==> src/sv/bgrr_pkg.sv <==
// Shared types and constants for the bitmap glyph row renderer.
`default_nettype none

package bgrr_pkg;

  // Field widths
  localparam int unsigned ROWS_W   = 6;
  localparam int unsigned SCREEN_W = 13;
  localparam int unsigned STRIDE_W = 14;
  localparam int unsigned ADDR_W   = 13;
  localparam int unsigned CODE_W   = 8;
  localparam int unsigned POS_W    = 12;
  localparam int unsigned COLOR_W  = 32;
  localparam int unsigned INDEX_W  = 26;
  localparam int unsigned COLS     = 8;
  localparam int unsigned CFG_DATA_W = 14;

  localparam int unsigned STORE_DEPTH = 8192;
  localparam int unsigned MAX_ROWS_DEF = 32;

  // Register reset values
  localparam logic [ROWS_W-1:0]   GLYPH_ROWS_RST    = 6'd16;
  localparam logic [SCREEN_W-1:0] SCREEN_WIDTH_RST  = 13'd1024;
  localparam logic [SCREEN_W-1:0] SCREEN_HEIGHT_RST = 13'd768;
  localparam logic [STRIDE_W-1:0] ROW_STRIDE_RST    = 14'd1024;

  // Function codes of an input transaction
  localparam logic FUNC_LOAD = 1'b0;
  localparam logic FUNC_DRAW = 1'b1;

  // Configuration register indexes
  typedef enum logic [1:0] {
    CFG_GLYPH_ROWS    = 2'd0,
    CFG_SCREEN_WIDTH  = 2'd1,
    CFG_SCREEN_HEIGHT = 2'd2,
    CFG_ROW_STRIDE    = 2'd3
  } cfg_reg_t;

  typedef struct packed {
    logic [ROWS_W-1:0]   glyph_rows;
    logic [SCREEN_W-1:0] screen_width;
    logic [SCREEN_W-1:0] screen_height;
    logic [STRIDE_W-1:0] row_stride_words;
  } cfg_t;

  // One classified draw job as handed from the front end to the back end
  typedef struct packed {
    logic [ADDR_W-1:0]   base_addr;
    logic [ROWS_W-1:0]   rows;
    logic [SCREEN_W-1:0] y;
    logic [INDEX_W-1:0]  idx;
    logic [COLS-1:0]     col_mask;
    logic [COLOR_W-1:0]  fg;
    logic [COLOR_W-1:0]  bg;
  } job_t;

  // Occupancy seen by the front end
  typedef struct packed {
    logic queue_empty;
    logic queue_full;
    logic back_busy;
  } stat_t;

endpackage

`default_nettype wire

==> src/sv/bgrr_queue.sv <==
// Two-entry job queue between the front end and the back end.
`default_nettype none

module bgrr_queue (
  input  wire logic           clk,
  input  wire logic           rst,
  input  wire logic           push,
  input  wire bgrr_pkg::job_t push_job,
  input  wire logic           pop,
  output bgrr_pkg::job_t      pop_job,
  output logic                empty,
  output logic                full
);

  import bgrr_pkg::*;

  job_t       slot [2];
  logic       wr_ptr;
  logic       rd_ptr;
  logic [1:0] count;

  assign empty   = (count == 2'd0);
  assign full    = (count == 2'd2);
  assign pop_job = slot[rd_ptr];

  // Advance pointers and track occupancy
  always_ff @(posedge clk) begin
    if (rst) begin
      wr_ptr <= 1'b0;
      rd_ptr <= 1'b0;
      count  <= 2'd0;
    end else begin
      if (push) begin
        wr_ptr <= ~wr_ptr;
      end
      if (pop) begin
        rd_ptr <= ~rd_ptr;
      end
      if (push && !pop) begin
        count <= count + 2'd1;
      end else if (pop && !push) begin
        count <= count - 2'd1;
      end
    end
  end

  // Store the job
  always_ff @(posedge clk) begin
    if (push) begin
      slot[wr_ptr] <= push_job;
    end
  end

endmodule

`default_nettype wire

==> config.mk <==
export PLATFORM = sky130hd
export DESIGN_NAME = bgrr_queue
export DESIGN_NICKNAME = d
export VERILOG_FILES = /design/src/sv/bgrr_pkg.sv /design/src/sv/bgrr_queue.sv
export SDC_FILE = /design/constraint.sdc
export NUM_CORES = 1
export LEC_CHECK = 0
export BUFFER_PORTS_ARGS = -buffer_cell sky130_fd_sc_hd__buf_4
export CAP_MARGIN = 20
export CELL_PAD_IN_SITES_DETAIL_PLACEMENT = 1
export CELL_PAD_IN_SITES_GLOBAL_PLACEMENT = 2
export CORE_ASPECT_RATIO = 1.75
export CORE_MARGIN = 2
export CORE_UTILIZATION = 40
export DETAILED_ROUTE_END_ITERATION = 7
export GPL_ROUTABILITY_DRIVEN = 1
export PLACE_DENSITY_LB_ADDON = 0.1
export SLEW_MARGIN = 10
export SYNTH_ARGS = -nofsm -noshare
export SYNTH_HDL_FRONTEND = slang
export SYNTH_SLANG_ARGS = --single-unit
==> constraint.sdc <==
create_clock -name clk -period 16.7 [get_ports clk]
set_clock_uncertainty 0.05 [all_clocks]
set_input_delay 0.835 -clock clk [delete_from_list [all_inputs] [get_ports clk]]
set_output_delay 0.835 -clock clk [all_outputs]
set_load 0.01 [all_outputs]
==> results of run 1 <==
metrics by stage:
| step | hold slack, ns | std cells | cell area [um2] | setup slack [ns] | total power, mW |
|---|---|---|---|---|---|
| 3_3_place_gp | 0.4257 | 989 | 11900 | 13.38 | 0.9864 |
| 6_report | 0.4449 | 1034 | 12630 | 12.87 | 1.495 |
| 5_1_grt | 0.4169 | 1034 | 12630 | 12.66 | 1.555 |
| 2_1_floorplan | 0.4108 | 426 | 9612 | 9.545 | 0.8957 |
| 3_5_place_dp | 0.4634 | 989 | 11900 | 13.33 | 0.9937 |
| 4_1_cts | 0.4143 | 1033 | 12630 | 12.76 | 1.519 |
per-layer routing:
layer  track usage  share of wire  vias up
met4       0.06897          0.032        0
met3       0.04831          0.077       37
met1        0.1742           0.32     2490
met5             0              0        -
li1              -              -     2249
met2        0.3187           0.57      176
critical path: stages (launching register included):
cell and delay [ns]:
dfxtp_4 0.93, buf_4 0.79, mux2_2 0.43, buf_4 0.15
power groups by stage:
stage / combinational, mW / clock (mW) / sequential [mW]
final: 0.182 / 0.520 / 0.793
after global routing: 0.196 / 0.561 / 0.798
after CTS: 0.186 / 0.538 / 0.794
after detailed placement: 0.185 / 0 / 0.808
after global placement: 0.181 / 0 / 0.805
after floorplan: 0.0925 / 0 / 0.803
Yosys cell counts (all sizes together):
| master | number |
|---|---|
| dfxtp | 5 |
| inv | 1 |
| a21oi | 1 |
| o21ai | 1 |
| ha | 1 |
| or3 | 1 |
| xnor2 | 2 |
| nor2b | 2 |
| nor2 | 5 |
| xor2 | 2 |
| buf | 14 |
| and2 | 1 |
| mux2 | 130 |
| edfxtp | 260 |
flip-flops by register name (all words and copies together), names as in the netlist, named ones only:
name,cells
rd_ptr,1
slot,260
count,2
wr_ptr,1
worst max-delay path by stage:
stage                     startpoint     endpoint  slack [ns]  cells after the start
after floorplan                 push   slot[0][0]        9.55                      1
after global routing            flop  pop_job[87]       12.66                      3
after CTS                       flop  pop_job[81]       12.76                      3
final                           flop  pop_job[87]       12.87                      3
after detailed placement        flop  pop_job[81]       13.33                      3
after global placement          flop  pop_job[81]       13.38                      3
layout by cell type, fill, tap and decap left out, types with 2 or more instances in the layout:
cell type  instances
buf_4            269
clkbuf_1           6
clkbuf_16         25
clkinv_1           6
clkinv_2           5
dfxtp_1            4
edfxtp_1         260
mux2_2           130
nor2_1             5
xnor2_1            2
xor2_1             2
kinds of logic (layout without fill, tap and decap cells):
kind of cell / Yosys count / after routing / share of synthesized area
AOI/OAI and AO/OA: 2 / 2 / 0.001040
xor gates and xnor gates: 4 / 4 / 0.003646
adders and majority gates: 1 / 1 / 0.001302
buffers and inverters: 15 / 314 / 0.01445
DFF: 265 / 265 / 0.8227
muxes: 130 / 130 / 0.1523
other: 0 / 1 / 0
and+or+nand+nor: 9 / 9 / 0.004557
cell type report:
class / instances / area, um2
diodes: 1 / 2.502
clock buffers: 31 / 648.1
clock inverters: 13 / 86.33
fillers: 2244 / 11200
inverters: 1 / 3.754
multi-input cells: 146 / 1575
flip-flops and latches: 265 / 7911
well taps: 308 / 385.4
repair buffers: 269 / 2019
==> qor.yml, run 1 <==
rows: 75
final_util: 0.5300
clock_latency_ns: 0.51
die_h_um: 209.1
hold_start: "push_job[74]"
switching_share: 0.2208
antenna_found_initial: 1
cts_made_buffers: 25
leakage_nw: 4.680
drive_above_1_share: 0.5986
grt_max_degree: 68
portBuffers: 265
area_growth_pct: 31.42
hold_depth: 1
final.setup.tns_ns: 0
fmax_mhz: 260.8
holdCritPathClass: "primary input to flop"
worst-setup-path-type: "flop to output pin"
synth_cell_types: 16
arrival_ns: 2.95
syn-cell-area_mm2: 0.009612
timing.final.crit_share: 0.2296
gr-usage-all-layers: 0.1703
setup_viol: 0
syn_inst: 426
dp_hpwl_um: 14500
ctsResizeCount: 0
cp.required_ns: 15.82
hold_violations: 0
ys_warn_count: 0
place.gp.congestion: 0.7431
cts_buffer_depth: 3
synth_area_leader_cell: "edfxtp_1"
dr_total_vias: 4952
vias_per_cell: 4.789
tritoncts: "done"
routedWlPerCell_um: 20.98
seq_power_share: 0.531
crit_path_max_fanout: 66
routed_wl_um: 21700
p_sw_uw: 330.2
hold_buffers: 0
drv_slew: 0
worst_setup_path_end_kind: "output pin"
clockRootBuffer: "clkbuf_16"
worst_pin_slew_ns: 0.9464
maxCapViolations: 0
ir_drop_v: 0.00008419
maxSlewHeadroom: 0.3691
start_util: 0.4033
p_clk_frac: 0.348
power.density_mw_per_mm2: 118.4
die_x_um: 121.2
avgSynthCellArea_um2: 22.56
die-area_mm2: 0.02533
ant_nets: 0
drtPass1Iterations: 4
cp-start-kind: "flop"
drtIter0Drc: 224
finalNetCount: 843
htree_levels: 1
synth_top_area_frac: 0.8123
rsz0062_at_grt: "false"
cts_sinks: 265
r2r-start: "wr_ptr"
synthTopCellsByArea: "edfxtp_1 (81%), mux2_2 (15%), buf_6 (1.2%)"
io_pins: 266
pwr-share-comb: 0.122
ys_ff_latch: 265
design.core.area_mm2: 0.02384
clkTransAtPathRegs_ns: 0.07
syn_nets: 561
grt-ovfl-total: 0
grt_pass1_wl_um: 32440
drc_errors: 0
power.internal_mw: 1.165
grt_pass1_vias: 5678
worstRegToRegCells: 2
min_to: "slot[0][74]"
status: "completed"
post_cts_buffers: 0
r2r_end: "slot[1][69]"
r2r_setup_slack_ns: 14.12
synth.yosys.seq_area_share: 0.8227
finalCriticalPeriod_ns: 3.834
Power figures use the tool's default switching activity.
==> inputs of run 2 (changes only) <==
- CORE_UTILIZATION: 40 -> 38
- clock period: 16.7 -> 3.6 ns (I/O delays scaled with it)
==> qor.yml, run 2 (same netlist as run 1, synthesis figures left out) <==
status: "completed"
timing.final.crit_share: 0.7133
seq_power_share: 0.507
power.density_mw_per_mm2: 513.4
drc_errors: 0
leakage_nw: 5.293
arrival_ns: 2.34
p_sw_mw: 1.587
final_cell_mix: "buf_4 (270), edfxtp_1 (260), dlygate4sd3_1 (134)"
clkTransAtPathRegs_ns: 0.07
die_x_um: 124.2
clock_latency_ns: 0.53
design.core.area_mm2: 0.02505
pwr-share-comb: 0.136
grt_pass1_vias: 6332
stdcell_area_mm2: 0.01410
regMostFlops: "slot"
routedWlPerCell_um: 19.59
grt_max_degree: 79
start_util: 0.3837
largest_register_ff_count: 260
drive_above_1_share: 0.5081
r2r_end: "slot[0][5]"
antenna_found_initial: 2
slowest_delay_ns: 0.70
power.internal_mw: 5.650
r2r_setup_slack_ns: 1.65
post_cts_buffers: 0
r2r-start: "wr_ptr"
grt_pass1_wl_um: 35600
portBuffers: 265
cts_sinks: 265
cp.required_ns: 3.37
worst_pin_slew_ns: 0.7921
worst_setup_path_end_kind: "output pin"
ctsResizeCount: 0
cp-start-kind: "flop"
ant_nets: 0
drtPass1Iterations: 4
crit_path_max_fanout: 37
hold_start: "push_job[126]"
top_regs: "slot (260), count (2)"
dp_hpwl_um: 15220
die_h_um: 214.4
hold_violations: 0
dr_total_vias: 5485
die-area_mm2: 0.02663
htree_levels: 1
layout_commonest_cell: "buf_4"
maxSlewHeadroom: 0.4708
maxCapViolations: 0
drtIter0Drc: 257
cts_buffer_depth: 3
io_pins: 266
rsz0062_at_grt: "false"
grt-ovfl-total: 0
place.gp.congestion: 0.8131
final.setup.tns_ns: 0
tritoncts: "done"
ir_drop_v: 0.0003878
finalCriticalPeriod_ns: 2.568
rows: 77
cp-endpoint: "pop_job[36]"
cts_made_buffers: 25
holdCritPathClass: "primary input to flop"
finalNetCount: 980
worstRegToRegCells: 2
cp_common_cell: "buf_4"
worst-setup-path-type: "flop to output pin"
cpMaxStageDelayCell: "dfxtp_4"
area_growth_pct: 46.65
gr-usage-all-layers: 0.1722
setup_viol: 0
vias_per_cell: 4.644
drv_slew: 0
fmax_mhz: 389.4
p_clk_frac: 0.357
routed_wl_um: 23140
dpl_cell_area_mm2: 0.01195
switching_share: 0.2192
cp_cell_sequence: "buf_4 > mux2_2 > buf_4"
clockRootBuffer: "clkbuf_16"
-- run 2: repair_timing --
item | CTS | global route
hold buffers | 134 | 0
endpoints found under the hold margin | 265 | 0
setup endpoints to repair | 0 | 0
-- run 2: how the worst min path moves through the flow --
stage | to | slack [ns] | cells after the start
floorplan | count[1] | 0.20 | 1
detailed placement | slot[1][90] | 0.32 | 1
CTS | slot[0][15] | 0.30 | 2
finish | slot[1][126] | 0.33 | 2
global placement | slot[0][24] | 0.32 | 1
global route | slot[0][16] | 0.31 | 2
-- run 2: metrics by stage --
step	hold slack, ns	setup slack (ns)	utilization	std cells	total power, mW
after global placement	0.3155	1.644	0.4772	1000	4.581
after floorplan	0.1991	0.8563	-	426	4.134
after detailed placement	0.3175	1.552	0.4772	1000	4.614
after global routing	0.3052	0.8745	0.5627	1181	7.515
after CTS	0.2969	0.9624	0.5626	1180	7.347
final	0.3312	1.032	0.5627	1181	7.237
-- run 2: metal layers --
metal,vias to the layer above,GRT usage,routed length (um)
met5,-,0,13
met4,2,0.06479,751
met3,47,0.03817,1225
met2,184,0.3353,13390
met1,2726,0.1760,7755
li1,2526,-,-
-- run 2: critical path: cells and delay by family (launching register included) --
kind,cells,cell delay [ns]
buf+inv,2,0.68
mux,1,0.41
flops,1,0.70
-- run 2: power by group through the flow --
stage | registers [mW] | logic (mW) | clock network [mW]
finish | 3.67 | 0.983 | 2.58
global route | 3.69 | 1.06 | 2.77
CTS | 3.67 | 1.00 | 2.67
detailed placement | 3.74 | 0.873 | 0
global placement | 3.73 | 0.851 | 0
floorplan | 3.70 | 0.430 | 0
-- run 2: area by class of cell --
| type | instances | area [um2] |
|---|---|---|
| inverters | 1 | 3.754 |
| repair buffers | 406 | 3408 |
| clock buffers | 35 | 693.2 |
| multi-input cells | 146 | 1575 |
| fillers | 2322 | 10950 |
| diodes | 1 | 2.502 |
| well taps | 316 | 395.4 |
| clock inverters | 11 | 106.4 |
| flip-flops and latches | 265 | 7911 |
