**src/sv/bgrr_pkg.sv**
```systemverilog
// Shared types and constants for the bitmap glyph row renderer.
`default_nettype none

package bgrr_pkg;

  // Field widths
  localparam int unsigned ROWS_W   = 6;
  localparam int unsigned SCREEN_W = 13;
  localparam int unsigned STRIDE_W = 14;
  localparam int unsigned ADDR_W   = 13;
  localparam int unsigned CODE_W   = 8;
  localparam int unsigned POS_W    = 12;
  localparam int unsigned COLOR_W  = 32;
  localparam int unsigned INDEX_W  = 26;
  localparam int unsigned COLS     = 8;
  localparam int unsigned CFG_DATA_W = 14;

  localparam int unsigned STORE_DEPTH = 8192;
  localparam int unsigned MAX_ROWS_DEF = 32;

  // Register reset values
  localparam logic [ROWS_W-1:0]   GLYPH_ROWS_RST    = 6'd16;
  localparam logic [SCREEN_W-1:0] SCREEN_WIDTH_RST  = 13'd1024;
  localparam logic [SCREEN_W-1:0] SCREEN_HEIGHT_RST = 13'd768;
  localparam logic [STRIDE_W-1:0] ROW_STRIDE_RST    = 14'd1024;

  // Function codes of an input transaction
  localparam logic FUNC_LOAD = 1'b0;
  localparam logic FUNC_DRAW = 1'b1;

  // Configuration register indexes
  typedef enum logic [1:0] {
    CFG_GLYPH_ROWS    = 2'd0,
    CFG_SCREEN_WIDTH  = 2'd1,
    CFG_SCREEN_HEIGHT = 2'd2,
    CFG_ROW_STRIDE    = 2'd3
  } cfg_reg_t;

  typedef struct packed {
    logic [ROWS_W-1:0]   glyph_rows;
    logic [SCREEN_W-1:0] screen_width;
    logic [SCREEN_W-1:0] screen_height;
    logic [STRIDE_W-1:0] row_stride_words;
  } cfg_t;

  // One classified draw job as handed from the front end to the back end
  typedef struct packed {
    logic [ADDR_W-1:0]   base_addr;
    logic [ROWS_W-1:0]   rows;
    logic [SCREEN_W-1:0] y;
    logic [INDEX_W-1:0]  idx;
    logic [COLS-1:0]     col_mask;
    logic [COLOR_W-1:0]  fg;
    logic [COLOR_W-1:0]  bg;
  } job_t;

  // Occupancy seen by the front end
  typedef struct packed {
    logic queue_empty;
    logic queue_full;
    logic back_busy;
  } stat_t;

endpackage

`default_nettype wire

```
**src/sv/bgrr_front.sv**
```systemverilog
// Front end: accepts transactions, writes glyph bytes, turns draws into jobs.
`default_nettype none

module bgrr_front #(
  parameter int unsigned MAX_GLYPH_ROWS = bgrr_pkg::MAX_ROWS_DEF
) (
  input  wire logic                          in_valid,
  output logic                               in_stall,
  input  wire logic                          func,
  input  wire logic [bgrr_pkg::ADDR_W-1:0]   store_index,
  input  wire logic [7:0]                    store_byte,
  input  wire logic [bgrr_pkg::CODE_W-1:0]   char_code,
  input  wire logic [bgrr_pkg::POS_W-1:0]    pos_x,
  input  wire logic [bgrr_pkg::POS_W-1:0]    pos_y,
  input  wire logic [bgrr_pkg::COLOR_W-1:0]  fore_color,
  input  wire logic [bgrr_pkg::COLOR_W-1:0]  back_color,
  input  wire bgrr_pkg::cfg_t                cfg,
  input  wire bgrr_pkg::stat_t               stat,
  output logic                               ram_we,
  output logic [bgrr_pkg::ADDR_W-1:0]        ram_waddr,
  output logic [7:0]                         ram_wdata,
  output logic                               push,
  output bgrr_pkg::job_t                     job
);

  import bgrr_pkg::*;

  localparam logic [ROWS_W-1:0] MaxRows = ROWS_W'(MAX_GLYPH_ROWS);

  logic                      is_draw;
  logic                      accept;
  logic [ROWS_W-1:0]         rows_eff;
  logic [ADDR_W+ROWS_W-1:0]  base_prod;
  logic [INDEX_W-1:0]        idx_prod;
  logic [COLS-1:0]           col_mask;
  logic [SCREEN_W-1:0]       col_x [COLS];

  // Clamp the row count to what the block supports
  assign rows_eff = (cfg.glyph_rows > MaxRows) ? MaxRows : cfg.glyph_rows;

  // Loads wait until every earlier draw has read the store
  assign is_draw  = (func == FUNC_DRAW);
  assign in_stall = is_draw ? stat.queue_full : (!stat.queue_empty || stat.back_busy);
  assign accept   = in_valid && !in_stall;

  assign ram_we    = accept && !is_draw;
  assign ram_waddr = store_index;
  assign ram_wdata = store_byte;

  // Drop draws with zero rows
  assign push = accept && is_draw && (rows_eff != '0);

  // Glyph base address and first pixel index
  assign base_prod = {{ROWS_W{1'b0}}, 5'd0, char_code} * {{(ADDR_W){1'b0}}, rows_eff};
  assign idx_prod  = INDEX_W'(pos_y) * INDEX_W'(cfg.row_stride_words) + INDEX_W'(pos_x);

  // Horizontal clip per column
  always_comb begin
    for (int c = 0; c < COLS; c++) begin
      col_x[c]    = {1'b0, pos_x} + SCREEN_W'(c);
      col_mask[c] = (col_x[c] < cfg.screen_width);
    end
  end

  always_comb begin
    job.base_addr = base_prod[ADDR_W-1:0];
    job.rows      = rows_eff;
    job.y         = {1'b0, pos_y};
    job.idx       = idx_prod;
    job.col_mask  = col_mask;
    job.fg        = fore_color;
    job.bg        = back_color;
  end

endmodule

`default_nettype wire

```
**config.mk**
```make
export PLATFORM = sky130hd
export DESIGN_NAME = bgrr_front
export DESIGN_NICKNAME = d
export VERILOG_FILES = /design/src/sv/bgrr_pkg.sv /design/src/sv/bgrr_front.sv
export SDC_FILE = /design/constraint.sdc
export NUM_CORES = 1
export LEC_CHECK = 0
export BUFFER_PORTS_ARGS = -buffer_cell sky130_fd_sc_hd__buf_2
export CORE_MARGIN = 8
export CORE_UTILIZATION = 40
export DETAILED_ROUTE_END_ITERATION = 7
export PLACE_DENSITY_LB_ADDON = 0.3
export SLEW_MARGIN = 20
export SYNTH_ARGS = -nofsm -noshare
export SYNTH_HDL_FRONTEND = slang
export SYNTH_SLANG_ARGS = --single-unit
export TNS_END_PERCENT = 10
```
**constraint.sdc**
```tcl
create_clock -name vclk -period 9
set_input_delay 1.8 -clock vclk [all_inputs]
set_output_delay 1.8 -clock vclk [all_outputs]
set_load 0.01 [all_outputs]
```
==> out/results.ini, run 1 <==
[floorplan]
chipWidth_um=183
start_util=0.405
io_pins=322
dieArea_um2=33600
dieHeight_um=183
core.rowCount=61
core_um2=27700

[global_route]
antenna_found_initial=5
grt_use_total=0.165
grt_max_degree=17
overflow=0
grt_pass1_wl_um=46600
grt_pass1_vias=9493

[yosys]
synth.avg_cell_area_um2=8.03
syn_nets=1912
yosys_warnings=0
syn-cell-area_um2=11200
synth_cell_type_count=52
synth_cells=1396
ys_seq_area_frac=0

[cells_and_area]
fin_nets=1919
fill_cells=2808
register_area_um2=0
mostFrequentLayoutCell=inv_1
clkbuf_count=0
multi_input_area_um2=9390
design.seq.count=0
final_cell_mix=inv_1 (237), ha_1 (193), fa_1 (155)
drive_gt1_frac=0.119
syn_to_final_growth_pct=3.09

[worst_hold_path]
hold_end=job[11]
hold_start=back_color[11]
worstHoldPathCells=0
min_path_type=in2out

[sta]
finalSetupViolCount=0
grt_setup_unrepaired=true
max_freq_mhz=115
worstMarginPinSlew_ns=0.800
finalHoldViolations=0
setup_slack_ns=0.289
fin_setup_tns_ns=0
period_share=0.968
post-route-min-period_ns=8.71
whs_ns=3.60
drv_slew=0
relSlewSlack=0.462

[clocking]
post_cts_buffers=0
holdBufCountCts=0
ctsResizeCount=0

[placement]
dp_slack_ns=0.221
hpwl_um=23300
gp_congestion=0.908
io_buffers=138

[power_and_ir_drop]
p_leak_nw=6.02
max-vdd-ir-drop_v=0.000583
pwr_density_cell_nw_per_um2=257

[routing]
ant_nets=0
wl_per_cell_um=15.2
wl_met3_um=1430
drt_first_pass_iters=4
vias=8850
drtIter0Drc=377
drt-met1-wl_um=12200
drt-vias-per-instance=4.97
wl_met2_um=12700
drc_errors=0
wirelength_um=27000
top_layer=met5

[worst_setup_path]
start_kind=primary input
end_kind=primary output
worstSetupPathType=in2out
cp.arrival_ns=6.91
critical_path_required_ns=7.20
critPathMaxFanout=15

[flow_run]
maxCapViolCount=0

[outcome]
status=finished clean

## layout make-up
| cell class | instances | area share |
|---|---|---|
| well taps | 378 | 0.0409 |
| diodes | 1 | 0.000217 |
| repair buffers | 150 | 0.0676 |
| inverters | 243 | 0.0789 |
| multi-input cells | 1008 | 0.812 |
## worst max-delay path, cell delays in order
cell and delay [ns]:
buf_2 0.24, nand2_1 0.12, fa_1 0.52, fa_1 0.54
inv_1 0.05, fa_1 0.55, fa_1 0.57, inv_1 0.06
fa_1 0.53, inv_1 0.04, ha_1 0.34, a21oi_1 0.15
o21ai_1 0.16, a21oi_2 0.24, a2111oi_0 0.13, buf_4 0.15
or4_1 0.47, nand3_1 0.10, buf_2 0.13
## power by group
| group | internal [W] | switching [W] |
|---|---|---|
| sequential | 0 | 0 |
| clock | 0.0000000000148 | 0 |
| combinational | 0.00125 | 0.00173 |
## cell families (layout without fill, tap and decap cells)
| logic type | count (synthesis) | count (layout) | synth area share |
|---|---|---|---|
| XOR/XNOR | 93 | 93 | 0.0727 |
| buffers and inverters | 388 | 393 | 0.163 |
| AO/OA/AOI/OAI | 160 | 160 | 0.0933 |
| AND/OR/NAND/NOR | 406 | 406 | 0.178 |
| other | 1 | 2 | 0.000335 |
| adder cells (fa/ha/maj) | 348 | 348 | 0.492 |
## per-stage QoR
| step | utilization | power (W) | cell area, µm² | instances |
|---|---|---|---|---|
| 2_1_floorplan | - | 0.00214 | 11200 | 1396 |
| 3_3_place_gp | 0.417 | 0.00298 | 11500 | 1779 |
| 3_5_place_dp | 0.417 | 0.00298 | 11500 | 1779 |
| 4_1_cts | 0.417 | 0.00302 | 11500 | 1779 |
| 5_1_grt | 0.417 | 0.00343 | 11600 | 1780 |
| 6_report | 0.417 | 0.00297 | 11600 | 1780 |
## metal layers
layer | global-route usage | vias up
met5 | 0 | -
met4 | 0.0335 | 8
met2 | 0.286 | 236
met1 | 0.215 | 4236
met3 | 0.0230 | 49
li1 | - | 4321
## Yosys cell counts (3+ instances only)
library cell,count,area [µm²]
a31oi_1,8,50.1
o211ai_1,12,90.1
a211oi_1,11,82.6
o21ai_1,3,15.0
or3_1,3,18.8
buf_2,6,30.0
nand2_1,152,571
inv_1,237,890
nor3_1,11,55.1
nand4_1,19,119
fa_1,155,3100
o21bai_1,4,30.0
and3_1,6,37.5
clkbuf_1,41,154
o21ai_0,27,135
nand3_1,15,75.1
nor2_1,60,225
o31ai_1,3,22.5
and2_1,105,657
a21o_1,25,188
or2_2,4,25.0
nor2b_1,21,131
a21oi_1,45,225
buf_4,98,736
inv_2,5,18.8
xnor2_1,81,709
o21a_1,6,45.0
ha_1,193,2410
xor2_1,12,105
## worst max path at each step
stage / start / to / slack, ns / depth (start not counted)
final: pos_y[11] / job[97] / 0.29 / 19
after detailed placement: pos_y[11] / job[97] / 0.22 / 19
after CTS: pos_y[11] / job[97] / 0.20 / 19
after floorplan: cfg[6] / job[97] / 0.79 / 17
after global routing: pos_y[11] / job[97] / -0.01 / 19
after global placement: pos_y[11] / job[97] / 0.22 / 19
No activity file was read; power rests on OpenSTA's default activity.
==> inputs of run 2 (changes only) <==
Settings changed: ABC_AREA set to 1.
==> out/results.ini, run 2 <==
[sta]
relSlewSlack=0.595  ; +0.133
grt_setup_unrepaired=false
drv_slew=0  ; unchanged
period_share=0.922  ; -0.0462
worstMarginPinSlew_ns=0.606  ; -0.194 ns
setup_slack_ns=0.705  ; +0.416 ns
finalSetupViolCount=0  ; unchanged
fin_setup_tns_ns=0  ; unchanged
post-route-min-period_ns=8.30  ; -0.416 ns
max_freq_mhz=121  ; +5.0%
finalHoldViolations=0  ; unchanged

[yosys]
yosys_warnings=0  ; unchanged
synth_cell_type_count=36  ; -31%
synth_top_area_share=0.256  ; -0.0207
syn_nets=2308  ; +21%
synth.avg_cell_area_um2=6.76  ; -16%
synth_cells=1792  ; +28%
synth_largest_area_cell=fa_1
synth_common_cells=nand2_1 (469), inv_1 (465), ha_1 (193)
ys_seq_area_frac=0  ; unchanged
syn-cell-area_um2=12100  ; +8.1%
synth.top_cells.by_area=fa_1 (26%), ha_1 (20%), nand2_1 (15%), inv_1 (14%), buf_4 (6.3%)
yosysMostFrequentCell=nand2_1

[cells_and_area]
register_area_um2=0  ; unchanged
fin_nets=2314  ; +21%
drive_gt1_frac=0.0947  ; -0.0245
final_core_util=0.417  ; about the same
final_cell_mix=nand2_1 (469), inv_1 (465), ha_1 (193)
syn_to_final_growth_pct=2.30
clkbuf_count=0  ; unchanged
mostFrequentLayoutCell=nand2_1
num_antenna_cells=0  ; -1
design.seq.count=0  ; unchanged

[global_route]
grt_pass1_vias=10900  ; +15%
grt_use_total=0.174  ; +0.00935
grt_max_degree=16  ; -1
antenna_found_initial=1  ; -4
grt_pass1_wl_um=52800  ; +13%
overflow=0  ; unchanged

[floorplan]
core.rowCount=63  ; +3.3%
dieHeight_um=190  ; +3.6%
io_pins=322  ; unchanged
start_util=0.408  ; +0.00309
core_um2=29700  ; +7.3%
chipWidth_um=190  ; +3.6%
dieArea_um2=36100  ; +7.4%

[routing]
wl_per_cell_um=14.3  ; -5.6%
ant_nets=0  ; unchanged
drt_first_pass_iters=6  ; +2
top_layer=met5
wl_met2_um=15300  ; +20%
drt-vias-per-instance=4.73  ; -4.9%
vias=10300  ; +17%
wl_met3_um=1670  ; +16%
drc_errors=0  ; unchanged
drtIter0Drc=464  ; +23%
drt-met1-wl_um=13900  ; +14%
wirelength_um=31300  ; +16%

[worst_hold_path]
worstHoldPathCells=0  ; unchanged
hold_start=fore_color[3]
hold_end=job[35]
min_path_type=in2out

[clocking]
holdBufCountCts=0  ; unchanged
post_cts_buffers=0  ; unchanged
ctsResizeCount=0  ; unchanged

[worst_setup_path]
cp.arrival_ns=6.50  ; -0.41 ns
critPathMaxFanout=15  ; unchanged
start_kind=primary input
critical_path_required_ns=7.20  ; about the same
worstSetupPathType=in2out
critPathLaunch=pos_y[11]
end_kind=primary output

[flow_run]
maxCapViolCount=0  ; unchanged

[power_and_ir_drop]
max-vdd-ir-drop_v=0.000530  ; -9.1%
p_leak_nw=7.87  ; +31%
pwr_density_cell_nw_per_um2=267  ; +3.6%

[placement]
dp_slack_ns=0.737  ; +0.516 ns
hpwl_um=27100  ; +16%
io_buffers=138  ; unchanged
gp_congestion=0.942  ; +3.7%

[outcome]
status=finished clean

## run 2: cell types whose count changed in the layout (fill, tap and decap cells not counted), moves of 21 or more
cell,delta
nand2_1,+317
and2_1,-103
nand3_1,+22
xor2_1,+56
nor2b_1,-21
inv_1,+228
xnor2_1,-77
nor2_1,+31
a21o_1,-22
## run 2: worst max path at each step
stage	end	slack [ns]	cells after the start
floorplan	job[84]	1.25	16
global placement	job[93]	0.78	20
detailed placement	job[84]	0.74	17
CTS	job[84]	0.72	17
global route	job[92]	0.44	20
finish	job[84]	0.70	17
## run 2: per-layer routing
| metal | up-vias | track usage |
|---|---|---|
| li1 | 5188 | - |
| met1 | 4861 | 0.222 |
| met2 | 256 | 0.317 |
| met3 | 34 | 0.0187 |
| met4 | 2 | 0.0253 |
| met5 | - | 0 |
## run 2: area by class of cell
type,instances,area (µm²)
fillers,3241,17300
multi-input cells,1180,9420
well taps,390,488
repair buffers,139,698
inverters,477,1790
## run 2: critical path, stage by stage
cell and delay, ns:
buf_2 0.32, nand2_1 0.15, fa_1 0.53, fa_1 0.54, inv_1 0.06, fa_1 0.54, fa_1 0.56, inv_1 0.06
fa_1 0.53, inv_1 0.04, ha_1 0.35, nand2_1 0.12, nor2_1 0.28, nand3_1 0.15, nand3_1 0.13, xor2_1 0.18
buf_2 0.17
## run 2: cells by family after synthesis
logic type	count (synthesis)	synth area share
and+or+nand+nor	647	0.218
adders and majority gates	348	0.455
xor gates and xnor gates	73	0.0534
other	1	0.000310
AOI/OAI and AO/OA	111	0.0496
buffers and inverters	612	0.223
## run 2: report_power, final
group	internal [W]	leakage (nW)	switching, W
Clock	0	0	0
Combinational	0.00120	7.87	0.00211
Sequential	0	0	0
Total	0.00120	7.87	0.00211
## run 2: stage by stage
step                      instances  cell area (µm²)  total power, W  hold WS, ns
after CTS                      2186            12400         0.00336         3.60
after global routing           2186            12400         0.00383         3.60
after detailed placement       2186            12400         0.00333         3.60
after global placement         2186            12400         0.00331         3.60
after floorplan                1792            12100         0.00235         3.65
final                          2186            12400         0.00330         3.60
==> inputs of run 3 (changes only) <==
Settings changed: CORE_UTILIZATION 40 to 57.
==> out/results.ini, run 3 (synthesized netlist as in run 2, its figures left out) <==
[outcome]
status=finished clean

[worst_hold_path]
hold_end=job[1]
hold_start=back_color[1]
min_path_type=in2out
worstHoldPathCells=0  ; unchanged

[global_route]
use_met3=0.0329  ; +0.0142
grt_use_total=0.228  ; +0.0540
met1_usage=0.285  ; +0.0630
use_met2=0.412  ; +0.0950
busiest_layer=met2
antenna_found_initial=2  ; +1
overflow=0  ; unchanged
grt_pass1_wl_um=50700  ; -4.1%
grt_max_degree=16  ; unchanged
grt_pass1_vias=10900  ; -0.083%

[floorplan]
core_um2=21000  ; -29%
io_pins=322  ; unchanged
dieHeight_um=162  ; -15%
start_util=0.578  ; +0.170
dieArea_um2=26200  ; -28%
chipWidth_um=162  ; -15%
core.rowCount=53  ; -16%

[clocking]
ctsResizeCount=0  ; unchanged
post_cts_buffers=0  ; unchanged
holdBufCountCts=0  ; unchanged

[placement]
gp_congestion=0.974  ; +3.4%
io_buffers=138  ; unchanged
hpwl_um=25500  ; -5.7%

[cells_and_area]
num_antenna_cells=0  ; unchanged
fin_nets=2314  ; unchanged
mostFrequentLayoutCell=nand2_1
register_area_um2=0  ; unchanged
final_cell_mix=nand2_1 (469), inv_1 (465), ha_1 (193)
drive_gt1_frac=0.0947  ; unchanged
clkbuf_count=0  ; unchanged
syn_to_final_growth_pct=1.12
fill_cells=2069  ; -36%
design.seq.count=0  ; unchanged

[sta]
finalHoldViolations=0  ; unchanged
relSlewSlack=0.591  ; -0.00322
finalSetupViolCount=0  ; unchanged
post-route-min-period_ns=8.28  ; -0.0134 ns
grt_setup_unrepaired=false
max_freq_mhz=121  ; +0.16%
drv_slew=0  ; unchanged
period_share=0.920  ; -0.00148
fin_setup_tns_ns=0  ; unchanged
worstMarginPinSlew_ns=0.611  ; +0.00481 ns

[worst_setup_path]
critPathMaxFanout=15  ; unchanged
path_cells=buf_2, nand2_1, fa_1, fa_1, inv_1, fa_1, fa_1, inv_1, fa_1, inv_1, ha_1, nand2_1, nor2_1, nand3_1, nand3_1, xor2_1, buf_2
critical_path_required_ns=7.20  ; about the same
cpMostUsedCell=fa_1
worstSetupPathType=in2out
critical-path-top-delay-family=adder cells
end_kind=primary output
start_kind=primary input
slowest_delay_ns=0.56  ; about the same
cp.arrival_ns=6.48  ; -0.02 ns
cp_num_cells=17  ; unchanged
cp_num_buf_inv=5  ; unchanged
slowest_stage=fa_1

[routing]
ant_nets=0  ; unchanged
drc_errors=0  ; unchanged
wl_per_cell_um=14.3  ; -0.26%
vias=10500  ; +1.9%
drt_first_pass_iters=5  ; -1
drt-vias-per-instance=5.09  ; +7.5%
wirelength_um=29600  ; -5.5%
drtIter0Drc=519  ; +12%

[power_and_ir_drop]
max-vdd-ir-drop_v=0.000649  ; +22%
pwr_density_cell_nw_per_um2=270  ; +1.3%
p_leak_nw=7.87  ; unchanged
finalPower_w=0.00331  ; +0.14%

[flow_run]
maxCapViolCount=0  ; unchanged

## run 3: cell counts in the layout (fill, tap and decap cells not counted)
No cell type changed its count.
## run 3: routing by layer
metal | up-vias | share of wire
met5 | - | 0.00078
met4 | 4 | 0.015
met3 | 45 | 0.066
met2 | 331 | 0.50
met1 | 4958 | 0.42
li1 | 5196 | -
## run 3: worst max-delay path by stage
stage               startpoint  endpoint  slack [ns]
floorplan               cfg[0]   job[84]        1.25
global placement     pos_y[11]   job[84]        0.80
detailed placement    pos_y[8]   job[96]        0.75
CTS                  pos_y[11]   job[84]        0.73
global route          pos_y[8]   job[96]        0.36
finish               pos_y[11]   job[84]        0.72
## run 3: where the power goes
part / internal (W) / switching [W] / leakage [nW] / total [W]
Clock: 0 / 0 / 0 / 0
Sequential: 0 / 0 / 0 / 0
Combinational: 0.00121 / 0.00210 / 7.87 / 0.00331
Total: 0.00121 / 0.00210 / 7.87 / 0.00331
## run 3: cell type report
cell class         instances  area, µm²  share of cell area
multi-input cells       1180       9420               0.769
well taps                275        344              0.0281
repair buffers           139        698              0.0570
inverters                477       1790               0.146
## run 3: through the flow
step / worst slack [ns] / cell area [µm²] / cells / hold WS (ns) / util
floorplan: 1.25 / 12100 / 1792 / 3.65 / -
finish: 0.718 / 12200 / 2071 / 3.60 / 0.585
global placement: 0.804 / 12200 / 2071 / 3.60 / 0.585
detailed placement: 0.753 / 12200 / 2071 / 3.60 / 0.585
CTS: 0.729 / 12200 / 2071 / 3.60 / 0.585
global route: 0.361 / 12200 / 2071 / 3.60 / 0.585
