===== src/sv/bgrr_pkg.sv =====
// Shared types and constants for the bitmap glyph row renderer.
`default_nettype none

package bgrr_pkg;

  // Field widths
  localparam int unsigned ROWS_W   = 6;
  localparam int unsigned SCREEN_W = 13;
  localparam int unsigned STRIDE_W = 14;
  localparam int unsigned ADDR_W   = 13;
  localparam int unsigned CODE_W   = 8;
  localparam int unsigned POS_W    = 12;
  localparam int unsigned COLOR_W  = 32;
  localparam int unsigned INDEX_W  = 26;
  localparam int unsigned COLS     = 8;
  localparam int unsigned CFG_DATA_W = 14;

  localparam int unsigned STORE_DEPTH = 8192;
  localparam int unsigned MAX_ROWS_DEF = 32;

  // Register reset values
  localparam logic [ROWS_W-1:0]   GLYPH_ROWS_RST    = 6'd16;
  localparam logic [SCREEN_W-1:0] SCREEN_WIDTH_RST  = 13'd1024;
  localparam logic [SCREEN_W-1:0] SCREEN_HEIGHT_RST = 13'd768;
  localparam logic [STRIDE_W-1:0] ROW_STRIDE_RST    = 14'd1024;

  // Function codes of an input transaction
  localparam logic FUNC_LOAD = 1'b0;
  localparam logic FUNC_DRAW = 1'b1;

  // Configuration register indexes
  typedef enum logic [1:0] {
    CFG_GLYPH_ROWS    = 2'd0,
    CFG_SCREEN_WIDTH  = 2'd1,
    CFG_SCREEN_HEIGHT = 2'd2,
    CFG_ROW_STRIDE    = 2'd3
  } cfg_reg_t;

  typedef struct packed {
    logic [ROWS_W-1:0]   glyph_rows;
    logic [SCREEN_W-1:0] screen_width;
    logic [SCREEN_W-1:0] screen_height;
    logic [STRIDE_W-1:0] row_stride_words;
  } cfg_t;

  // One classified draw job as handed from the front end to the back end
  typedef struct packed {
    logic [ADDR_W-1:0]   base_addr;
    logic [ROWS_W-1:0]   rows;
    logic [SCREEN_W-1:0] y;
    logic [INDEX_W-1:0]  idx;
    logic [COLS-1:0]     col_mask;
    logic [COLOR_W-1:0]  fg;
    logic [COLOR_W-1:0]  bg;
  } job_t;

  // Occupancy seen by the front end
  typedef struct packed {
    logic queue_empty;
    logic queue_full;
    logic back_busy;
  } stat_t;

endpackage

`default_nettype wire


===== src/sv/bgrr_back.sv =====
// Back end: walks the glyph rows of a job, reads the store, emits row results.
`default_nettype none

module bgrr_back (
  input  wire logic                           clk,
  input  wire logic                           rst,
  input  wire bgrr_pkg::cfg_t                 cfg,
  input  wire logic                           q_empty,
  input  wire bgrr_pkg::job_t                 q_job,
  output logic                                q_pop,
  output logic                                busy,
  output logic                                ram_re,
  output logic [bgrr_pkg::ADDR_W-1:0]         ram_raddr,
  input  wire logic [7:0]                     ram_rdata,
  output logic                                out_valid,
  input  wire logic                           out_stall,
  output logic [bgrr_pkg::INDEX_W-1:0]        row_pixel_index,
  output logic [bgrr_pkg::COLS-1:0]           write_mask,
  output logic [bgrr_pkg::COLOR_W-1:0]        color_0,
  output logic [bgrr_pkg::COLOR_W-1:0]        color_1,
  output logic [bgrr_pkg::COLOR_W-1:0]        color_2,
  output logic [bgrr_pkg::COLOR_W-1:0]        color_3,
  output logic [bgrr_pkg::COLOR_W-1:0]        color_4,
  output logic [bgrr_pkg::COLOR_W-1:0]        color_5,
  output logic [bgrr_pkg::COLOR_W-1:0]        color_6,
  output logic [bgrr_pkg::COLOR_W-1:0]        color_7,
  output logic                                last_row
);

  import bgrr_pkg::*;

  job_t                cur;
  logic [ROWS_W-1:0]   row;
  logic                issue;
  logic                is_last;
  logic                out_ready;

  logic                s2_valid;
  logic [INDEX_W-1:0]  s2_idx;
  logic [COLS-1:0]     s2_mask;
  logic [COLOR_W-1:0]  s2_fg;
  logic [COLOR_W-1:0]  s2_bg;
  logic                s2_last;
  logic [COLOR_W-1:0]  pix [COLS];

  assign out_ready = !out_valid || !out_stall;
  assign issue     = busy && (!s2_valid || out_ready);
  assign is_last   = ((row + ROWS_W'(1)) == cur.rows);
  assign q_pop     = !q_empty && (!busy || (issue && is_last));

  assign ram_re    = issue;
  assign ram_raddr = cur.base_addr + ADDR_W'(row);

  // Row sequencer: load a job, then step one row per issued read
  always_ff @(posedge clk) begin
    if (rst) begin
      busy <= 1'b0;
    end else if (q_pop) begin
      busy <= 1'b1;
    end else if (issue && is_last) begin
      busy <= 1'b0;
    end
  end

  always_ff @(posedge clk) begin
    if (q_pop) begin
      cur <= q_job;
      row <= '0;
    end else if (issue) begin
      row     <= row + ROWS_W'(1);
      cur.y   <= cur.y + SCREEN_W'(1);
      cur.idx <= cur.idx + INDEX_W'(cfg.row_stride_words);
    end
  end

  // Read stage: row metadata waits here for the store data
  always_ff @(posedge clk) begin
    if (rst) begin
      s2_valid <= 1'b0;
    end else if (issue) begin
      s2_valid <= 1'b1;
    end else if (out_ready) begin
      s2_valid <= 1'b0;
    end
  end

  always_ff @(posedge clk) begin
    if (issue) begin
      s2_idx  <= cur.idx;
      s2_mask <= (cur.y < cfg.screen_height) ? cur.col_mask : '0;
      s2_fg   <= cur.fg;
      s2_bg   <= cur.bg;
      s2_last <= is_last;
    end
  end

  // Expand glyph bits to colors, MSB is column 0
  always_comb begin
    for (int c = 0; c < COLS; c++) begin
      pix[c] = ram_rdata[COLS-1-c] ? s2_fg : s2_bg;
    end
  end

  // Output register
  always_ff @(posedge clk) begin
    if (rst) begin
      out_valid <= 1'b0;
    end else if (out_ready) begin
      out_valid <= s2_valid;
    end
  end

  always_ff @(posedge clk) begin
    if (out_ready && s2_valid) begin
      row_pixel_index <= s2_idx;
      write_mask      <= s2_mask;
      color_0         <= pix[0];
      color_1         <= pix[1];
      color_2         <= pix[2];
      color_3         <= pix[3];
      color_4         <= pix[4];
      color_5         <= pix[5];
      color_6         <= pix[6];
      color_7         <= pix[7];
      last_row        <= s2_last;
    end
  end

endmodule

`default_nettype wire


===== config.mk =====
export PLATFORM = sky130hd
export DESIGN_NAME = bgrr_back
export DESIGN_NICKNAME = d
export VERILOG_FILES = /design/src/sv/bgrr_pkg.sv /design/src/sv/bgrr_back.sv
export SDC_FILE = /design/constraint.sdc
export NUM_CORES = 1
export LEC_CHECK = 0
export BUFFER_PORTS_ARGS = -buffer_cell sky130_fd_sc_hd__clkbuf_2
export CAP_MARGIN = 15
export CORE_MARGIN = 3
export CORE_UTILIZATION = 45
export CTS_CLUSTER_DIAMETER = 30
export DETAILED_ROUTE_END_ITERATION = 8
export PLACE_DENSITY = 0.75
export SETUP_SLACK_MARGIN = 0.5
export SLEW_MARGIN = 20
export SYNTH_ARGS = -nofsm -noshare
export SYNTH_HDL_FRONTEND = slang
export SYNTH_SLANG_ARGS = --single-unit

===== constraint.sdc =====
create_clock -name clk -period 58.5 [get_ports clk]
set_input_delay 5.85 -clock clk [delete_from_list [all_inputs] [get_ports clk]]
set_output_delay 5.85 -clock clk [all_outputs]
set_load 0.005 [all_outputs]

==> results of run 1 <==
## per-layer routing
metal | routed length [um] | vias to the layer above | part of all wire
li1 | - | 5982 | -
met1 | 20560 | 6430 | 0.38
met2 | 26200 | 573 | 0.49
met3 | 5245 | 115 | 0.098
met4 | 1397 | 4 | 0.026
met5 | 27 | - | 0.00051
## sequential cells by signal, summed over array words and instances, names as in the netlist, 32 cells and up
| signal | count |
|---|---|
| color_0 | 32 |
| color_5 | 32 |
| s2_fg | 32 |
| color_6 | 32 |
| color_4 | 32 |
| color_1 | 32 |
| color_3 | 32 |
| color_2 | 32 |
| s2_bg | 32 |
| cur | 130 |
| color_7 | 32 |
## worst max-delay path: cells and delay by family
kind            cells  cell delay (ns)
simple gates        2             0.26
compound gates      1             0.28
buf+inv             4             0.95
## placed cells by master, fill, tap and decap left out, types with 5 or more instances in the layout
master,n
a21oi_1,43
clkbuf_16,107
nand2b_1,5
nand2_2,8
nand4_1,6
edfxtp_1,520
nand3_1,25
clkbuf_1,8
xnor2_1,29
clkbuf_2,476
and3_1,9
ha_1,34
o21ai_0,19
nor2_1,43
nand2_1,55
o21ai_2,18
nor3_1,7
diode_2,5
mux2_2,259
clkinv_1,12
clkinvlp_4,16
dfxtp_1,9
o211ai_1,5
clkinv_2,17
inv_1,20
xor2_1,27
inv_6,8
clkinv_4,5
a21o_1,9
buf_4,14
bufinv_16,16
## worst max-delay path by stage
stage / slack [ns] / endpoint / depth (start not counted) / start
6_report: 45.29 / q_pop / 7 / out_stall
5_1_grt: 45.17 / q_pop / 7 / out_stall
4_1_cts: 45.29 / q_pop / 7 / out_stall
3_5_place_dp: 45.31 / q_pop / 7 / out_stall
3_3_place_gp: 45.32 / q_pop / 7 / out_stall
2_1_floorplan: 30.34 / color_0[0] / 1 / out_stall
## final cells by class
| class | instances | area [um2] |
|---|---|---|
| Clock inverter | 74 | 855.8 |
| Multi-Input combinational cell | 649 | 5519 |
| Inverter | 22 | 90.09 |
| Tap cell | 607 | 759.5 |
| Timing Repair Buffer | 492 | 2519 |
| Sequential cell | 529 | 15800 |
| Fill cell | 3445 | 18780 |
| Clock buffer | 116 | 2721 |
| Antenna cell | 5 | 12.51 |
## per-stage QoR
step	total power, mW	utilization
2_1_floorplan	0.5503	-
6_report	1.171	0.6009
3_5_place_dp	0.5817	0.5245
4_1_cts	1.181	0.6005
5_1_grt	1.212	0.6007
3_3_place_gp	0.5780	0.5245
## cell families after synthesis
group                    after synthesis  synth area share
flip-flops                           529            0.7306
multiplexers                         260            0.1354
AND/OR/NAND/NOR                      173           0.03739
XOR/XNOR                              56           0.02269
adder cells (fa/ha/maj)               36           0.02153
AO/OA/AOI/OAI                        124           0.03779
buffers and inverters                 66           0.01458
## power breakdown
group	leakage (nW)	internal [mW]	total (mW)	switching, mW
combinational	4.26	0.0462	0.105	0.0584
clock	1.71	0.404	0.595	0.191
sequential	4.96	0.454	0.471	0.0171
total	10.9	0.904	1.17	0.267
==> impl_results.md, run 1 <==
* Outcome: complete, no violations
* Max cap viols at 0
* Max Root-Sink Buffers at 3
* Final Net Count at 2020
* Min Hold Slack at 0.4046 ns
* Critical path class: input pin to primary output
* Vias at 13.10k
* Max H-tree Level at 3
* Worst R2R Path Depth at 8
* Port Buffer Count at 476
* Max Slew Vio Count at 0
* Post-Layout Cell Count at approximately 2.5k
* Drt total wl at 53430 um
* GRT Overall Usage at 0.2039
* Hold Path Class: flop to flop
* GR peak layer: met2
* Die X-Extent at approximately 230 um
* Dpl cells at 2299
* Synth Flop Type: edfxtp_1
* Period minus WS final at 13.21 ns
* Rows at 79
* Drt drc at 0
* Detailed Routing Iterations Pass 1 at 7
* Met2 Track Usage GR at 0.3399
* Synth Net Count at approximately 1.5k
* Area growth syn-to-layout at 30.78%
* CTS tree: built
* Met1 global-route usage at 0.2432
* Share of cells above drive strength 1 at 0.5058
* Root Buffer: clkbuf_16
* Final non-filler cell area at 0.02827 mm2
* Pre-CTS setup slack at approximately 45 ns
* Cell with the most instances after synthesis: edfxtp_1
* DIE HEIGHT at 225.2 um
* Max VDD drop at 0.02888 mV
* Die area at 0.05071 mm2
* Area after DPL at 0.02468 mm2
* Worst Setup Slack, final at 45.29 ns
* Synth cell count leaders: 520 x edfxtp_1, 259 x mux2_2, 55 x nand2_1, 43 x a21oi_1, 43 x nor2_1
* Top-area cell type share of the netlist area at 0.7223
* CTS buffer count at 102
* Sequential area share after synthesis at 0.7306
* Hold Startpoint: cur[61]
* Worst Clk Skew at roughly 0.014 ns
* I/O pin total at 496
* Worst slew margin at 0.3292
* Initial antenna violation count at 8
* Clock-pin transition on the worst setup and hold timing paths at 0.05 ns
* Final setup vio count at 0
* Ys async rst share at 0
* Crit path top cell by count: clkbuf_2
* Reg2reg end: cur[63]
* Starting DRT DRC Count at 936
* Hold path cells at 0
* Post-CTS setup repair buffer count at 0
* Reg2reg setup slack at 54.98 ns
* Post-route ant nets at 0
* GRT met3 Usage at 0.08363
* Post-synth top area cell: edfxtp_1
* Final hold violations at 0
* Vias in the first global route at 13.29k
* Library cells used by synthesis at 54
* WP data arrival at 7.36 ns
* Crit path capture type: primary output
* WL/cell at 21.42 um
* Worst endpoint required time at 52.65 ns
* GR Overflow Total at 0
* Largest net degree at the start of global routing at 161
* PwrDens at ~41 mW/mm2
* Synth warn at 0
* WHS Endpoint: s2_fg[29]
* Achievable Freq at 75.71 MHz
* # hold bufs at CTS at 0
* Seq cells post-synth at roughly 530
* CP cell instances: clkbuf_2 > nand3_1 > nand2b_1 > o32a_1 > buf_4 > inv_6 > clkbuf_2
* Initial core utilization at 0.4595
* RSZ-0062 raised after global routing: no
* Slew at the pin with the worst max-slew slack at around 1.0 ns
* Largest stage delay, worst path at about 0.37 ns
* Syn Area/Cell at 17.38 um2
* Final Wtd Congestion at ~0.87
* FF-to-FF Start: row[0]
* Sum Neg Setup Slack at 0 ns
* First-pass GRT wire length at 78520 um
* Vias per cell at 5.254
* Leakage power at between 10 and 15 nW
* Core Area at 0.04705 mm2
* Largest fanout on the critical path at 42
* Top cells by area, synth: edfxtp_1 72%, mux2_2 13%, ha_1 2.0%, xnor2_1 1.2%, xor2_1 1.1%
* Post-synth EDFFs at 520
* CTS resizes at 0
* Crit-path slowest cell: inv_6
* Mapped Cells at 1244
* Final Cycle Share at 0.2258
* Clock latency on the worst-skew pair at 0.61 ns
* Synth Cell Area at 0.02162 mm2
* Clock sink total at around 530
* Startpoint types: input pin
* Dpl hpwl at 34130 um
Power figures use the tool's default switching activity.
==> run 2, diff against run 1 <==
- ABC_AREA: default -> 1
- PLACE_DENSITY: 0.75 -> 0.78
- clock period: 58.5 -> 11.6 ns (I/O delays scaled with it)
==> impl_results.md, run 2 <==
* Top cells by area, synth: edfxtp_1 72%, nand2_1 8.4%, o21ai_0 6.2%, inv_1 2.2%, ha_1 2.0% (was edfxtp_1 72%, mux2_2 13%, ha_1 2.0%, xnor2_1 1.2%, xor2_1 1.1%)
* Area growth syn-to-layout at 28.78% (was 30.78%)
* Rows at 79 (unchanged)
* Leakage power at 11.57 nW (was 10.93 nW)
* Reg2reg setup slack at 7.29 ns (was 54.98 ns)
* Achievable Freq at 185.4 MHz
* Clock-pin transition on the worst setup and hold timing paths at 0.05 ns (about the same)
* Vias per cell at 5.227 (was 5.254)
* Top-area cell type share of the netlist area at 0.7245 (was 0.7223)
* Vias in the first global route at 14.95k (was 13.29k)
* Synth warn at 0 (unchanged)
* Port Buffer Count at 476 (unchanged)
* Max Root-Sink Buffers at 3 (unchanged)
* Comb pwr share at 0.089 (about the same)
* Mapped Cells at 1762 (was 1244)
* Synth cell count leaders: 520 x edfxtp_1, 482 x nand2_1, 267 x o21ai_0, 126 x inv_1, 78 x nand3_1 (was 520 x edfxtp_1, 259 x mux2_2, 55 x nand2_1, 43 x a21oi_1, 43 x nor2_1)
* Register area at 0.01580 mm2 (unchanged)
* RSZ-0062 raised after global routing: no (unchanged)
* Final Wtd Congestion at 0.8953 (was 0.8680)
* GR Overflow Total at 0 (unchanged)
* Worst R2R Path Depth at 10 (was 8)
* Largest stage delay, worst path at 0.63 ns (was 0.37 ns)
* Met3 routed WL at 6775 um (was 5245 um)
* Clock latency on the worst-skew pair at 0.63 ns (was 0.61 ns)
* Sequential area share after synthesis at 0.7328 (was 0.7306)
* Cell with the most instances after synthesis: edfxtp_1 (unchanged)
* Startpoint types: input pin (unchanged)
* Drt drc at 0 (unchanged)
* Sum Neg Setup Slack at 0 ns (unchanged)
* Final Cycle Share at 0.4650
* Crit path capture type: primary output (unchanged)
* GRT Overall Usage at 0.2252 (was 0.2039)
* Dpl hpwl at 38490 um (was 34130 um)
* Filler cells at 3544 (was 3445)
* Hold Startpoint: cur[11] (was cur[61])
* I/O pin total at 496 (unchanged)
* Hold path cells at 0 (unchanged)
* Die X-Extent at 224.9 um (was 225.2 um)
* Seq cells post-synth at 529 (unchanged)
* Max cap viols at 0 (unchanged)
* Switch Pwr at 1.372 mW (was 0.2669 mW)
* Commonest non-fill, non-tap cell in the layout: edfxtp_1 (unchanged)
* WHS Endpoint: s2_bg[11] (was s2_fg[29])
* Post-CTS setup repair buffer count at 0 (unchanged)
* CTS tree: built (unchanged)
* Critical path class: input pin to primary output (unchanged)
* Initial core utilization at 0.4591 (was 0.4595)
* CP cell instances: clkbuf_2 > nand2_1 > inv_1 > nand2_1 > nand2_1 > inv_4 > nand3_2 > nand2_4 > nand2_4 > inv_4 > clkbuf_2 (was clkbuf_2 > nand3_1 > nand2b_1 > o32a_1 > buf_4 > inv_6 > clkbuf_2)
* Synth Flop Type: edfxtp_1 (unchanged)
* Post-route ant nets at 0 (unchanged)
* PwrDens at 205.1 mW/mm2 (was 41.42 mW/mm2)
* Area after DPL at 0.02438 mm2 (was 0.02468 mm2)
* Switching share of power at 0.2411 (was 0.2279)
* Ys async rst share at 0 (unchanged)
* Met2 wire len at 28410 um (was 26200 um)
* Outcome: complete, no violations (unchanged)
* Largest net degree at the start of global routing at 182 (was 161)
* CTS resizes at 0 (unchanged)
* Initial antenna violation count at 5 (was 8)
* Post-synth top area cell: edfxtp_1 (unchanged)
* Max FFs per register at 130 (unchanged)
* Clock power frac at 0.498 (was 0.508)
* Clock sink total at 529 (unchanged)
* Seq pwr share at 0.414 (was 0.402)
* Root Buffer: clkbuf_16 (unchanged)
* Largest fanout on the critical path at 52 (was 42)
* Final non-filler cell area at 0.02776 mm2 (was 0.02827 mm2)
* Max Slew Vio Count at 0 (unchanged)
* Crit path top cell by count: nand2_1 (was clkbuf_2)
* Synth Net Count at 1986 (was 1468)
* Hold Path Class: flop to flop (unchanged)
* Synth Cell Area at 0.02155 mm2 (was 0.02162 mm2)
* WL/cell at 19.83 um (was 21.42 um)
* Drt total wl at 58360 um (was 53430 um)
* Worst Clk Skew at 0.03360 ns (was 0.01440 ns)
* Crit-path slowest cell: inv_4 (was inv_6)
* Library cells used by synthesis at 32 (was 54)
* Syn Area/Cell at 12.23 um2 (was 17.38 um2)
* Post-synth EDFFs at 520 (unchanged)
* CTS buffer count at 97 (was 102)
* Worst slew margin at 0.3030 (was 0.3292)
* Area of the multi-input gates at 0.004843 mm2 (was 0.005519 mm2)
* Period minus WS final at about 5.4 ns
* Starting DRT DRC Count at 1532 (was 936)
* Uppermost routed layer: met5 (unchanged)
* WP data arrival at 4.23 ns (was 7.36 ns)
* Max H-tree Level at 3 (unchanged)
* Commonest cells after routing, fill and taps aside: 520 x edfxtp_1, 482 x nand2_1, 476 x clkbuf_2 (was 520 x edfxtp_1, 476 x clkbuf_2, 259 x mux2_2)
* CP bufs+invs at 5 (was 4)
* Reg2reg end: cur[68] (was cur[63])
* Slew at the pin with the worst max-slew slack at 1.046 ns (was 1.006 ns)
* Final setup vio count at 0 (unchanged)
* Cell-internal power at 4.320 mW (was 0.9042 mW)
* Share of cells above drive strength 1 at 0.2813 (was 0.5058)
* Final Net Count at 2474 (was 2020)
* Max VDD drop at 0.1420 mV (was 0.02888 mV)
* Worst endpoint required time at 10.44 ns (was 52.65 ns)
* Detailed Routing Iterations Pass 1 at 5 (was 7)
* Largest Register: cur (unchanged)
* Final hold violations at 0 (unchanged)
* Delay-heaviest family, CP: buffers and inverters (unchanged)
* Vias at 15.38k (was 13.10k)
* Met1 WL at 21690 um (was 20560 um)
* DIE HEIGHT at 224.9 um (was 225.2 um)
* Die area at 0.05056 mm2 (was 0.05071 mm2)
* Core Area at 0.04695 mm2 (was 0.04705 mm2)
* # hold bufs at CTS at 0 (unchanged)
* FF-to-FF Start: out_valid (was row[0])
* First-pass GRT wire length at 86550 um (was 78520 um)
-- run 2: cell count changes in the layout (fill, tap and decap cells not counted), sizes merged, moves of 13 or more --
| cell | previous run | this run |
|---|---|---|
| o21ai | 38 | 268 |
| nand3 | 25 | 79 |
| inv | 30 | 135 |
| nand2 | 63 | 484 |
| a21oi | 43 | 30 |
| xnor2 | 29 | 7 |
| mux2 | 259 | 0 |
-- run 2: worst max-delay path by stage --
stage | startpoint | to | slack (ns) | cells past startpoint
after floorplan | out_stall | color_0[0] | 2.28 | 3
after global placement | out_stall | q_pop | 6.20 | 11
after detailed placement | out_stall | q_pop | 6.13 | 11
after CTS | out_stall | q_pop | 6.11 | 11
after global routing | out_stall | q_pop | 5.92 | 11
final | out_stall | q_pop | 6.21 | 11
-- run 2: logic make-up (layout without fill, tap and decap cells) --
logic type,Yosys count,in the layout,synth area share
other,0,4,0
AND/OR/NAND/NOR,630,630,0.1176
buffers and inverters,229,799,0.04278
flip-flops,529,529,0.7328
adder cells (fa/ha/maj),36,36,0.02160
AO/OA/AOI/OAI,303,303,0.07094
XOR/XNOR,35,35,0.01422
-- run 2: per-stage QoR --
| step | power (mW) | util | hold WS, ns | cells | setup slack, ns |
|---|---|---|---|---|---|
| 4_1_cts | 5.734 | 0.5905 | 0.4068 | 2938 | 6.113 |
| 6_report | 5.693 | 0.5912 | 0.3952 | 2943 | 6.206 |
| 3_5_place_dp | 2.887 | 0.5193 | 0.4045 | 2757 | 6.134 |
| 5_1_grt | 5.904 | 0.5910 | 0.4116 | 2941 | 5.920 |
| 3_3_place_gp | 2.865 | 0.5193 | 0.4008 | 2757 | 6.205 |
| 2_1_floorplan | 2.688 | - | 0.4003 | 1762 | 2.282 |
-- run 2: area by class of cell --
class | instances | share of cell area
Sequential cell | 529 | 0.5691
Multi-Input combinational cell | 1004 | 0.1745
Clock buffer | 115 | 0.09178
Timing Repair Buffer | 491 | 0.09079
Clock inverter | 66 | 0.02876
Tap cell | 607 | 0.02736
Inverter | 127 | 0.01736
Antenna cell | 4 | 0.0003606
-- run 2: worst reg2reg max path, stage by stage, from the launching register on --
cell and delay, ns:
dfxtp_1 0.31, nand2_1 0.07, inv_1 0.08, nand2_1 0.10
nand2_1 0.30, inv_4 0.63, nand3_2 0.18, nand2_4 0.41
nand2_4 0.45, inv_4 0.53, buf_4 0.80
-- run 2: routing by layer --
layer / track usage / up-vias
met5: 0 / -
met4: 0.08386 / 2
met3: 0.07478 / 103
met2: 0.3765 / 941
met1: 0.2736 / 7202
li1: - / 7135
-- run 2: power groups by stage --
| stage | Clock, mW | Combinational [mW] | Sequential [mW] |
|---|---|---|---|
| floorplan | 0 | 0.319 | 2.37 |
| global placement | 0 | 0.483 | 2.38 |
| detailed placement | 0 | 0.498 | 2.39 |
| CTS | 2.87 | 0.506 | 2.36 |
| global route | 2.97 | 0.571 | 2.37 |
| finish | 2.83 | 0.504 | 2.36 |
==> run 3, diff against run 2 <==
- PLACE_DENSITY: 0.78 -> 0.76
- clock period: 11.6 -> 5.3 ns (I/O delays scaled with it)
==> impl_results.md, run 3 (same netlist as run 2, synthesis figures left out) <==
* Worst endpoint required time at 4.77 ns (was 10.44 ns)
* Detailed Routing Iterations Pass 1 at 6 (was 5)
* Delay-heaviest family, CP: simple AND/OR/NAND/NOR gates (was buffers and inverters)
* Max H-tree Level at 3 (unchanged)
* Root Buffer: clkbuf_16 (unchanged)
* Filler cells at 3539 (was 3544)
* Max FFs per register at 130 (unchanged)
* Worst Clk Skew at 0.03478 ns (was 0.03360 ns)
* CTS tree: built (unchanged)
* Post-CTS setup repair buffer count at 0 (unchanged)
* CTS resizes at 0 (unchanged)
* Commonest non-fill, non-tap cell in the layout: edfxtp_1 (unchanged)
* Crit-path slowest cell: dfxtp_1 (was inv_4)
* First-pass GRT wire length at 85360 um (was 86550 um)
* Slew at the pin with the worst max-slew slack at 0.8622 ns (was 1.046 ns)
* Crit path capture type: primary output (unchanged)
* Period minus WS final at just under 4 ns
* CP bufs+invs at 2 (was 5)
* PwrDens at 459.5 mW/mm2 (was 205.1 mW/mm2)
* Area after DPL at 0.02443 mm2 (was 0.02438 mm2)
* Dpl hpwl at 38750 um (was 38490 um)
* Startpoint types: flop (was input pin)
* Drt drc at 0 (unchanged)
* Crit path top cell by count: nand2_1 (unchanged)
* Max Slew Vio Count at 0 (unchanged)
* WL/cell at 19.59 um (was 19.83 um)
* CTS buffer count at 100 (was 97)
* Worst slew margin at 0.4252 (was 0.3030)
* Cell-internal power at 9.843 mW (was 4.320 mW)
* CP cell instances: ha_1 > nand2_1 > nand2_1 > nand2_1 > nand2_1 > nand3_1 > nor2_1 > nand3_2 > nand2_4 > nand2_4 > inv_4 > clkbuf_2 (was clkbuf_2 > nand2_1 > inv_1 > nand2_1 > nand2_1 > inv_4 > nand3_2 > nand2_4 > nand2_4 > inv_4 > clkbuf_2)
* WP data arrival at 3.37 ns (was 4.23 ns)
* Commonest cells after routing, fill and taps aside: 520 x edfxtp_1, 481 x nand2_1, 476 x clkbuf_2 (was 520 x edfxtp_1, 482 x nand2_1, 476 x clkbuf_2)
* RSZ-0062 raised after global routing: no (unchanged)
* Final hold violations at 0 (unchanged)
* Largest Register: cur (unchanged)
* Largest fanout on the critical path at 41 (was 52)
* Starting DRT DRC Count at 1300 (was 1532)
* Drt total wl at 57790 um (was 58360 um)
* Final Cycle Share at 0.7354
* Clock power frac at 0.515 (was 0.498)
* Initial core utilization at 0.4591 (unchanged)
* Leakage power at 11.74 nW (was 11.57 nW)
* Final non-filler cell area at 0.02805 mm2 (was 0.02776 mm2)
* Die X-Extent at 224.9 um (unchanged)
* Vias at 15.40k (was 15.38k)
* Clock sink total at 529 (unchanged)
* I/O pin total at 496 (unchanged)
* Max Root-Sink Buffers at 3 (unchanged)
* GRT Overall Usage at 0.2222 (was 0.2252)
* Max cap viols at 0 (unchanged)
* Comb pwr share at 0.086 (was 0.089)
* Switching share of power at 0.2362 (was 0.2411)
* Min Hold Slack at 0.07309 ns (was 0.3952 ns)
* Final Wtd Congestion at 0.9140 (was 0.8953)
* Area growth syn-to-layout at 30.13% (was 28.78%)
* Largest stage delay, worst path at 0.49 ns (was 0.63 ns)
* Vias in the first global route at 14.98k (was 14.95k)
* Seq pwr share at 0.399 (was 0.414)
* DIE HEIGHT at 224.9 um (unchanged)
* Post-route ant nets at 0 (unchanged)
* Final Net Count at 2480 (was 2474)
* Switch Pwr at 3.045 mW (was 1.372 mW)
* Largest net degree at the start of global routing at 198 (was 182)
* GR Overflow Total at 0 (unchanged)
* Hold Path Class: input pin to flop (was flop to flop)
* Rows at 79 (unchanged)
* Final setup vio count at 0 (unchanged)
* Initial antenna violation count at 5 (unchanged)
* Die area at 0.05056 mm2 (unchanged)
* Max VDD drop at 0.2989 mV (was 0.1420 mV)
* Port Buffer Count at 476 (unchanged)
* Achievable Freq at between 200 and 300 MHz
* Outcome: complete, no violations (unchanged)
* Vias per cell at 5.219 (was 5.227)
* Clock-pin transition on the worst setup and hold timing paths at 0.05 ns (about the same)
* Share of cells above drive strength 1 at 0.2876 (was 0.2813)
* # hold bufs at CTS at 0 (unchanged)
* Critical path class: flop to primary output (was input pin to primary output)
* Core Area at 0.04695 mm2 (unchanged)
* Clock latency on the worst-skew pair at 0.63 ns (about the same)
[run 3: cell types whose count changed in the layout (fill, tap and decap cells not counted), sizes merged]
cell / change
clkbuf: -10
clkinvlp: -5
clkinv: +12
bufinv: +6
diode: -1
buf: +3
inv: +2
[run 3: through the flow]
stage	worst slack (ns)	power [mW]	cells	TNS, ns	utilization
finish	1.402	12.89	2950	0	0.5974
detailed placement	1.528	6.316	2760	0	0.5204
global placement	1.612	6.267	2760	0	0.5204
global route	1.060	13.33	2948	0	0.5973
CTS	1.336	12.97	2946	0	0.5966
floorplan	-0.03493	5.870	1762	-10.16	-
[run 3: power groups by stage]
stage | registers (mW) | logic, mW | clock network (mW)
global route | 5.17 | 1.25 | 6.92
global placement | 5.21 | 1.06 | 0
floorplan | 5.17 | 0.700 | 0
CTS | 5.15 | 1.11 | 6.72
detailed placement | 5.22 | 1.10 | 0
finish | 5.15 | 1.11 | 6.63
[run 3: final timing paths]
kind | from | endpoint | slack (ns) | depth (start not counted)
setup / recovery | row[1] | q_pop | 1.40 | 12
hold / removal | q_job[61] | cur[61] | 0.07 | 1
setup reg to reg | row[1] | cur[106] | 1.55 | 12
hold reg to reg | cur[2] | s2_bg[2] | 0.39 | 0
[run 3: metal layers]
layer	share of wire	global-route usage
met1	0.38	0.2767
met2	0.48	0.3609
met3	0.12	0.07061
met4	0.028	0.09391
met5	0.00074	0
[run 3: worst reg2reg max path: cells and delay by family (launching register included)]
family	cells	cell delay, ns
adders and majority gates	1	0.30
buffers and inverters	1	0.46
DFF	1	0.49
and+or+nand+nor	10	2.14
[run 3: cell type report]
| class | count | area (um2) | area share |
|---|---|---|---|
| timing repair buffer | 494 | 2562 | 0.09136 |
| clock buffer | 105 | 2585 | 0.09216 |
| antenna | 3 | 7.507 | 0.0002677 |
| sequential | 529 | 15800 | 0.5631 |
| multi-input combinational | 1004 | 4860 | 0.1733 |
| inverter | 127 | 485.5 | 0.01731 |
| clock inverter | 81 | 993.5 | 0.03542 |
| tap | 607 | 759.5 | 0.02708 |
